$ cat src/sv/fqom_pkg.sv
// fqom_pkg: shared constants, command/status codes, FSM state type and the
// controller/datapath interface structs for the FIFO quantity order matcher.
// No dependencies.
`timescale 1ns / 1ps

package fqom_pkg;

    // Field widths fixed by the stream format
    localparam int CMD_W  = 2;
    localparam int QTY_W  = 31;
    localparam int SUM_W  = 35;
    localparam int STAT_W = 2;

    // Default queue depth
    localparam int DEF_QUEUE_DEPTH = 16;

    // Command codes (code 3 is unused and changes no queue or market state)
    localparam logic [CMD_W-1:0] CMD_TOGGLE = 2'd0;
    localparam logic [CMD_W-1:0] CMD_BUY    = 2'd1;
    localparam logic [CMD_W-1:0] CMD_SELL   = 2'd2;

    // Status codes
    localparam logic [STAT_W-1:0] STAT_OK   = 2'd0;
    localparam logic [STAT_W-1:0] STAT_FULL = 2'd1;
    localparam logic [STAT_W-1:0] STAT_ZERO = 2'd2;

    // Controller states
    typedef enum logic [1:0] {
        S_IDLE,
        S_CHECK,
        S_MATCH,
        S_DONE
    } fsm_state_t;

    // Controller -> datapath commands
    typedef struct packed {
        logic load;   // take the accepted input word
        logic rd;     // read both queue heads
        logic step;   // one match iteration on the read heads
        logic emit;   // capture the result into the output register
    } ctrl_cmd_t;

    // Datapath -> controller status
    typedef struct packed {
        logic can_match;  // market open and both queues non-empty
    } dp_status_t;

endpackage

$ cat src/sv/fifo_quantity_order_matcher_core.sv
// FIFO quantity order matcher, top level. An accepted input word triggers K
// match iterations (0 to about 2*QUEUE_DEPTH); each iteration is a head read
// plus an update on the queue memories, and the result is registered after
// the last one. A new word is taken only after the previous result is emitted;
// a pending result may wait in the output register while the next word is
// processed, and every cycle the receiver stalls after that holds off the next input word.
// Reset (rst_n, async low): queues empty, sell sum zero, market closed.
`timescale 1ns / 1ps

module fifo_quantity_order_matcher_core #(
    parameter int QUEUE_DEPTH = fqom_pkg::DEF_QUEUE_DEPTH,
    parameter int LVL_W       = $clog2(QUEUE_DEPTH + 1),
    parameter int OUT_W       = ((2 * fqom_pkg::SUM_W + 1 + 2 * LVL_W + 7) / 8) * 8
) (
    input  logic                        clk,
    input  logic                        rst_n,
    input  logic                        s_axis_tvalid,
    output logic                        s_axis_tready,
    input  logic [31:0]                 s_axis_tdata,  // [30:0] quantity
    input  logic [fqom_pkg::CMD_W-1:0]  s_axis_tuser,  // [1:0] cmd
    output logic                        m_axis_tvalid,
    input  logic                        m_axis_tready,
    // [34:0] matched_quantity, [35] market_is_open, then buy_entries,
    // sell_entries (LVL_W each), sell_volume (35), zero pad
    output logic [OUT_W-1:0]            m_axis_tdata,
    output logic [fqom_pkg::STAT_W-1:0] m_axis_tuser   // [1:0] status
);
    import fqom_pkg::*;

    ctrl_cmd_t  ctrl;
    dp_status_t stat;

    // Sequencer
    fqom_ctrl u_ctrl (
        .clk       (clk),
        .rst_n     (rst_n),
        .in_valid  (s_axis_tvalid),
        .in_ready  (s_axis_tready),
        .out_valid (m_axis_tvalid),
        .out_ready (m_axis_tready),
        .ctrl      (ctrl),
        .stat      (stat)
    );

    // Queues and arithmetic
    fqom_dp #(
        .QUEUE_DEPTH (QUEUE_DEPTH),
        .LVL_W       (LVL_W),
        .OUT_W       (OUT_W)
    ) u_dp (
        .clk        (clk),
        .rst_n      (rst_n),
        .ctrl       (ctrl),
        .stat       (stat),
        .in_cmd     (s_axis_tuser),
        .in_qty     (s_axis_tdata[QTY_W-1:0]),
        .out_status (m_axis_tuser),
        .out_data   (m_axis_tdata)
    );

endmodule

$ cat src/sv/fqom_dp.sv
// fqom_dp: datapath of the order matcher: both order queues (memories),
// head/level pointers, running sell sum, match arithmetic and result register.
// Depends on fqom_pkg.
`timescale 1ns / 1ps

module fqom_dp #(
    parameter int QUEUE_DEPTH = fqom_pkg::DEF_QUEUE_DEPTH,
    parameter int LVL_W       = $clog2(QUEUE_DEPTH + 1),
    parameter int OUT_W       = ((2 * fqom_pkg::SUM_W + 1 + 2 * LVL_W + 7) / 8) * 8
) (
    input  logic                      clk,
    input  logic                      rst_n,
    input  fqom_pkg::ctrl_cmd_t       ctrl,
    output fqom_pkg::dp_status_t      stat,
    input  logic [fqom_pkg::CMD_W-1:0] in_cmd,
    input  logic [fqom_pkg::QTY_W-1:0] in_qty,
    output logic [fqom_pkg::STAT_W-1:0] out_status,
    output logic [OUT_W-1:0]          out_data
);
    import fqom_pkg::*;

    localparam int IDX_W = $clog2(QUEUE_DEPTH);
    localparam int PAD_W = OUT_W - (2 * SUM_W + 1 + 2 * LVL_W);

    // Queue storage
    logic [QTY_W-1:0] buy_mem  [QUEUE_DEPTH];
    logic [QTY_W-1:0] sell_mem [QUEUE_DEPTH];

    logic [IDX_W-1:0]  buy_head_reg, buy_head_next;
    logic [IDX_W-1:0]  sell_head_reg, sell_head_next;
    logic [LVL_W-1:0]  buy_lvl_reg, buy_lvl_next;
    logic [LVL_W-1:0]  sell_lvl_reg, sell_lvl_next;
    logic [SUM_W-1:0]  sell_sum_reg, sell_sum_next;
    logic              open_reg, open_next;
    logic [STAT_W-1:0] status_reg, status_next;
    logic [SUM_W-1:0]  total_reg, total_next;
    logic [QTY_W-1:0]  buy_rd_reg, sell_rd_reg;
    logic [STAT_W-1:0] ostat_reg;
    logic [OUT_W-1:0]  odata_reg;

    logic              buy_we, sell_we;
    logic [IDX_W-1:0]  buy_waddr, sell_waddr;
    logic [QTY_W-1:0]  buy_wdata, sell_wdata;
    logic [IDX_W-1:0]  buy_tail, sell_tail;
    logic [QTY_W-1:0]  match_qty, buy_left, sell_left;

    // Tail index = (head + level) mod depth, level < depth when used
    function automatic logic [IDX_W-1:0] tail_idx(input logic [IDX_W-1:0] head,
                                                  input logic [LVL_W-1:0] lvl);
        logic [LVL_W:0] sum;
        sum = {{(LVL_W + 1 - IDX_W){1'b0}}, head} + {1'b0, lvl};
        if (sum >= (LVL_W + 1)'(QUEUE_DEPTH))
        begin
            sum = sum - (LVL_W + 1)'(QUEUE_DEPTH);
        end
        return sum[IDX_W-1:0];
    endfunction

    function automatic logic [IDX_W-1:0] next_idx(input logic [IDX_W-1:0] idx);
        return (idx == IDX_W'(QUEUE_DEPTH - 1)) ? '0 : idx + 1'b1;
    endfunction

    assign buy_tail  = tail_idx(buy_head_reg, buy_lvl_reg);
    assign sell_tail = tail_idx(sell_head_reg, sell_lvl_reg);

    // Match arithmetic on the registered head words
    assign match_qty = (buy_rd_reg < sell_rd_reg) ? buy_rd_reg : sell_rd_reg;
    assign buy_left  = buy_rd_reg - match_qty;
    assign sell_left = sell_rd_reg - match_qty;

    assign stat.can_match = open_reg && (buy_lvl_reg != '0) && (sell_lvl_reg != '0);

    // Next-state logic for pointers, sums and memory writes
    always_comb
    begin
        buy_head_next  = buy_head_reg;
        sell_head_next = sell_head_reg;
        buy_lvl_next   = buy_lvl_reg;
        sell_lvl_next  = sell_lvl_reg;
        sell_sum_next  = sell_sum_reg;
        open_next      = open_reg;
        status_next    = status_reg;
        total_next     = total_reg;
        buy_we         = 1'b0;
        sell_we        = 1'b0;
        buy_waddr      = buy_head_reg;
        sell_waddr     = sell_head_reg;
        buy_wdata      = buy_left;
        sell_wdata     = sell_left;

        if (ctrl.load)
        begin
            status_next = STAT_OK;
            total_next  = '0;
            unique case (in_cmd)
                CMD_TOGGLE:
                begin
                    open_next = ~open_reg;
                end
                CMD_BUY:
                begin
                    if (in_qty == '0)
                    begin
                        status_next = STAT_ZERO;
                    end
                    else if (buy_lvl_reg == LVL_W'(QUEUE_DEPTH))
                    begin
                        status_next = STAT_FULL;
                    end
                    else
                    begin
                        buy_we       = 1'b1;
                        buy_waddr    = buy_tail;
                        buy_wdata    = in_qty;
                        buy_lvl_next = buy_lvl_reg + 1'b1;
                    end
                end
                CMD_SELL:
                begin
                    if (in_qty == '0)
                    begin
                        status_next = STAT_ZERO;
                    end
                    else if (sell_lvl_reg == LVL_W'(QUEUE_DEPTH))
                    begin
                        status_next = STAT_FULL;
                    end
                    else
                    begin
                        sell_we       = 1'b1;
                        sell_waddr    = sell_tail;
                        sell_wdata    = in_qty;
                        sell_lvl_next = sell_lvl_reg + 1'b1;
                        sell_sum_next = sell_sum_reg + SUM_W'(in_qty);
                    end
                end
                default:
                begin
                    // unused command: no change
                end
            endcase
        end
        else if (ctrl.step)
        begin
            // write back the remainders, retire heads that reached zero
            buy_we        = 1'b1;
            sell_we       = 1'b1;
            sell_sum_next = sell_sum_reg - SUM_W'(match_qty);
            total_next    = total_reg + SUM_W'(match_qty);
            if (buy_left == '0)
            begin
                buy_head_next = next_idx(buy_head_reg);
                buy_lvl_next  = buy_lvl_reg - 1'b1;
            end
            if (sell_left == '0)
            begin
                sell_head_next = next_idx(sell_head_reg);
                sell_lvl_next  = sell_lvl_reg - 1'b1;
            end
        end
    end

    // Control state registers
    always_ff @(posedge clk or negedge rst_n)
    begin
        if (!rst_n)
        begin
            buy_head_reg  <= '0;
            sell_head_reg <= '0;
            buy_lvl_reg   <= '0;
            sell_lvl_reg  <= '0;
            sell_sum_reg  <= '0;
            open_reg      <= 1'b0;
        end
        else
        begin
            buy_head_reg  <= buy_head_next;
            sell_head_reg <= sell_head_next;
            buy_lvl_reg   <= buy_lvl_next;
            sell_lvl_reg  <= sell_lvl_next;
            sell_sum_reg  <= sell_sum_next;
            open_reg      <= open_next;
        end
    end

    // Per-item working registers
    always_ff @(posedge clk)
    begin
        status_reg <= status_next;
        total_reg  <= total_next;
    end

    // Buy queue memory, registered read
    always_ff @(posedge clk)
    begin
        if (buy_we)
        begin
            buy_mem[buy_waddr] <= buy_wdata;
        end
        if (ctrl.rd)
        begin
            buy_rd_reg <= buy_mem[buy_head_reg];
        end
    end

    // Sell queue memory, registered read
    always_ff @(posedge clk)
    begin
        if (sell_we)
        begin
            sell_mem[sell_waddr] <= sell_wdata;
        end
        if (ctrl.rd)
        begin
            sell_rd_reg <= sell_mem[sell_head_reg];
        end
    end

    // Result register
    always_ff @(posedge clk)
    begin
        if (ctrl.emit)
        begin
            ostat_reg <= status_reg;
            odata_reg <= {{PAD_W{1'b0}}, sell_sum_reg, sell_lvl_reg, buy_lvl_reg,
                          open_reg, total_reg};
        end
    end

    assign out_status = ostat_reg;
    assign out_data   = odata_reg;

endmodule

$ cat src/sv/fqom_ctrl.sv
// fqom_ctrl: controller FSM of the order matcher: input/output handshakes and
// sequencing of the match loop over the datapath.
// Depends on fqom_pkg.
`timescale 1ns / 1ps

module fqom_ctrl (
    input  logic                 clk,
    input  logic                 rst_n,
    input  logic                 in_valid,
    output logic                 in_ready,
    output logic                 out_valid,
    input  logic                 out_ready,
    output fqom_pkg::ctrl_cmd_t  ctrl,
    input  fqom_pkg::dp_status_t stat
);
    import fqom_pkg::*;

    fsm_state_t state_reg, state_next;
    logic       out_valid_reg, out_valid_next;

    // State and output-valid registers
    always_ff @(posedge clk or negedge rst_n)
    begin
        if (!rst_n)
        begin
            state_reg     <= S_IDLE;
            out_valid_reg <= 1'b0;
        end
        else
        begin
            state_reg     <= state_next;
            out_valid_reg <= out_valid_next;
        end
    end

    // Next state and commands
    always_comb
    begin
        state_next     = state_reg;
        ctrl           = '0;
        in_ready       = 1'b0;
        out_valid_next = out_valid_reg && !out_ready;

        unique case (state_reg)
            S_IDLE:
            begin
                in_ready = 1'b1;
                if (in_valid)
                begin
                    ctrl.load  = 1'b1;
                    state_next = S_CHECK;
                end
            end
            S_CHECK:
            begin
                if (stat.can_match)
                begin
                    ctrl.rd    = 1'b1;
                    state_next = S_MATCH;
                end
                else
                begin
                    state_next = S_DONE;
                end
            end
            S_MATCH:
            begin
                ctrl.step  = 1'b1;
                state_next = S_CHECK;
            end
            S_DONE:
            begin
                // wait for the result register to be free
                if (!out_valid_reg || out_ready)
                begin
                    ctrl.emit      = 1'b1;
                    out_valid_next = 1'b1;
                    state_next     = S_IDLE;
                end
            end
            default:
            begin
                state_next = S_IDLE;
            end
        endcase
    end

    assign out_valid = out_valid_reg;

endmodule
$ cat config.mk
export PLATFORM = sky130hd
export DESIGN_NAME = fifo_quantity_order_matcher_core
export DESIGN_NICKNAME = d
export VERILOG_FILES = /design/src/sv/fqom_pkg.sv /design/src/sv/fifo_quantity_order_matcher_core.sv /design/src/sv/fqom_dp.sv /design/src/sv/fqom_ctrl.sv
export SDC_FILE = /design/constraint.sdc
export NUM_CORES = 2
export LEC_CHECK = 0
export ABC_AREA = 0
export BUFFER_PORTS_ARGS = -buffer_cell sky130_fd_sc_hd__buf_2
export CAP_MARGIN = 25
export CORE_MARGIN = 4
export CORE_UTILIZATION = 39
export DETAILED_ROUTE_END_ITERATION = 8
export PLACE_DENSITY_LB_ADDON = 0.15
export SLEW_MARGIN = 20
export SYNTH_ARGS = -nofsm -noshare
export SYNTH_HDL_FRONTEND = slang
export SYNTH_SLANG_ARGS = --single-unit
$ cat constraint.sdc
create_clock -name clk -period 10.45 [get_ports clk]
set_input_delay 2.6125 -clock clk [delete_from_list [all_inputs] [get_ports clk]]
set_output_delay 2.6125 -clock clk [all_outputs]
set_load 0.005 [all_outputs]
==> impl_metrics.toml <==
[floorplanning]
die_h_um = 389
pin_count = 130
die-area_mm2 = 0.151
row_count = 139
initial_core_util_pct = 39.3
die-width_um = 389
core_mm2 = 0.144

[clock_tree]
cts_root_buffer = "clkbuf_16"
postCtsSetupBuffers = 0
clk_path_buf_depth = 3
cts_hold_buf = 0
clkSinkCount = 1231
cts_buffers = 121
cts_tree = "built"
htreeDepth = 3
clk_latency_ps = 770
ctsResizeCount = 0
clkTransAtPathRegs_ps = 60

[power_and_ir_drop]
p_leak_uw = 0.0212
p_per_area_mw_per_mm2 = 366
vdd_drop_max_uv = 190

[grt]
grt_pass1_vias = 33200
grt_usage_pct = 21.2
overflow = 0
antenna_found_initial = 6
grt_pass1_wl_mm = 236
grt_max_degree = 94

[worst_setup_path]
start_kind = "flip-flop"
r2r_slack_ps = 1750
cp_top_family = "compound AO/OA/AOI/OAI gates"
timing.rr.end = "u_dp.buy_lvl_reg[1]"
crit_top_cell = "a21oi_1"
cp.required_ps = 11080
reg2reg_from = "u_dp.sell_rd_reg[8]"
cp.arrival_ps = 9330
cp_num_cells = 26
end_kind = "flip-flop"
reg2reg_depth = 26
worst-path-max-fanout = 29
max_stage_delay_ps = 740
path_class = "reg2reg"
worst_path_max_delay_cell = "edfxtp_1"
critical_path_buf_inv_count = 3

[synthesis]
synth_seq_cells = 1231
synth_edf_count = 1139
seq_area_frac_synth_pct = 64.1
synthMuxAreaShare_pct = 12.8
synth_top_family_by_area = "multiplexers"
ys_async_sr_fraction_pct = 4.63
synth_compound_area_share_pct = 7.99
synth-simple-area-share_pct = 7.08
syn-cell-area_mm2 = 0.0566
syn-instance-count = 3757
yosys.area_share.adder_pct = 3.52
synthFlopType = "edfxtp_1"
yosysWarningCount = 0
synth_area_per_cell_um2 = 15.1
ys_types = 102
synth_xor_area_share_pct = 2.40

[layout]
final_common_cell = "edfxtp_1"
drive_above_1_share_pct = 20.8
final_cell_mix = "1,139 x edfxtp_1, 310 x mux4_2, 304 x nand2_1"
finalNonFillerCells = 5946
syn_to_final_growth_pct = 13.3
finalNetCount = 4115
post-route-util_pct = 44.6

[timing]
maxSlewHeadroom_pct = 29.5
fmax_ghz = 0.115
setup_viol = 0
fin_ws_ps = 1750
fin_worst_skew_ps = 61.5
holdWs_ps = 419
min_period_ps = 8700
hold_violations = 0
rsz0062_at_grt = "no"
slew_viol_final = 0
tightestPinTransition_ps = 1060
tns_ps = 0
post-route-period-util_pct = 83.2

[drt]
drt_first_pass_iters = 6
drtIter0Drc = 3229
vias = 34000
drc_errors = 0
wl_mm = 162
ant_nets = 0
wl_per_cell_um = 27.3
via_per_inst = 5.71

[place]
dp.cells = 5713
preCtsSetupSlack_ps = 1910
port_buffers = 121
place.gp.congestion = 0.929
hpwl_mm = 105

[status]
status = "completed"

[run]
cap_violations = 0

[min_path]
holdPathStages = 0
holdPathEnd = "u_dp.out_status[1]"
hp-class = "reg2reg"
hold_start = "u_dp.status_reg[1]"
==> how the worst max path moves through the flow <==
stage / start / end / slack [ps]
final: u_dp.sell_rd_reg[8] / u_dp.buy_lvl_reg[1] / 1750
after global routing: u_dp.sell_rd_reg[8] / u_dp.sell_sum_reg[33] / 1000
after CTS: u_dp.sell_rd_reg[8] / u_dp.buy_lvl_reg[1] / 1870
after detailed placement: u_dp.sell_rd_reg[8] / u_dp.sell_sum_reg[33] / 1910
after global placement: u_dp.sell_rd_reg[8] / u_dp.buy_lvl_reg[3] / 1910
after floorplan: u_dp.sell_rd_reg[10] / u_dp.sell_sum_reg[33] / 2080
==> routing by layer <==
| metal | vias up | GRT usage (%) | part of all wire, % |
|---|---|---|---|
| li1 | 15100 | - | - |
| met1 | 17600 | 31.0 | 45 |
| met2 | 1074 | 33.2 | 46 |
| met3 | 190 | 3.26 | 6.0 |
| met4 | 2 | 5.92 | 2.4 |
| met5 | - | 0 | 0.0080 |
==> cell type report <==
class | instances | area, um2
inverters | 118 | 443
flip-flops and latches | 1231 | 36300
well taps | 1903 | 2380
diodes | 1 | 2.50
fillers | 12800 | 79800
clock buffers | 152 | 3200
repair buffers | 232 | 1480
multi-input cells | 2232 | 19500
clock inverters | 77 | 848
==> worst reg2reg max path: stages, from the launching register on <==
cell and delay [ps]:
edfxtp_1 740, inv_1 270, ha_1 380, a21oi_1 120, o21ai_0 100, a21oi_1 240
o21ai_2 190, a21oi_4 680, a21oi_1 280, inv_1 180, ha_1 220, fa_1 240
inv_1 70, maj3_1 340, a21oi_1 280, a21oi_1 120, o311ai_1 570, a21o_1 220
a21oi_1 90, o21ai_1 430, o32ai_1 260, a21oi_1 360, o21ai_0 230, o21a_1 270
o211ai_1 640, a41oi_1 600, mux2_2 460
==> per-stage QoR <==
stage	cell area (um2)	power, uW
finish	64200	23500
global route	64200	24800
CTS	64100	23500
detailed placement	60100	19000
global placement	60000	18800
floorplan	56700	15100
==> synth_stat cells (13+ instances only) <==
cell	n	share of area (%)
edfxtp_1	1139	60
mux4_2	310	12
nand2_1	305	2.0
nor2_1	272	1.8
a21oi_1	209	1.8
o21ai_0	185	1.6
ha_1	133	2.9
clkbuf_1	117	0.78
inv_1	117	0.78
xnor2_1	109	1.7
dfrtp_1	57	2.5
nand3_1	50	0.44
a21o_1	46	0.61
xor2_1	46	0.71
buf_1	42	0.28
nor3_1	36	0.32
dfxtp_1	35	1.2
nand2b_1	34	0.38
nor4_1	27	0.30
a31oi_1	25	0.28
and3_1	22	0.24
nand4_1	22	0.24
a211oi_1	20	0.27
and2_1	20	0.22
o211ai_1	17	0.23
o21a_1	17	0.23
o21bai_1	17	0.23
o31ai_1	17	0.23
maj3_1	16	0.28
nor2b_1	16	0.18
mux2_2	13	0.26
==> kinds of logic after synthesis <==
| logic type | count (synthesis) |
|---|---|
| AOI/OAI and AO/OA | 711 |
| muxes | 333 |
| xor gates and xnor gates | 155 |
| adders and majority gates | 158 |
| DFF | 1231 |
| buffers and inverters | 300 |
| other | 1 |
| and+or+nand+nor | 868 |
==> where the power goes <==
part           internal [uW]  switching, uW  total, uW
registers               8400            428       8830
clock network           2540           1900       4450
logic                   3160           7020      10200
Power figures use the tool's default switching activity.
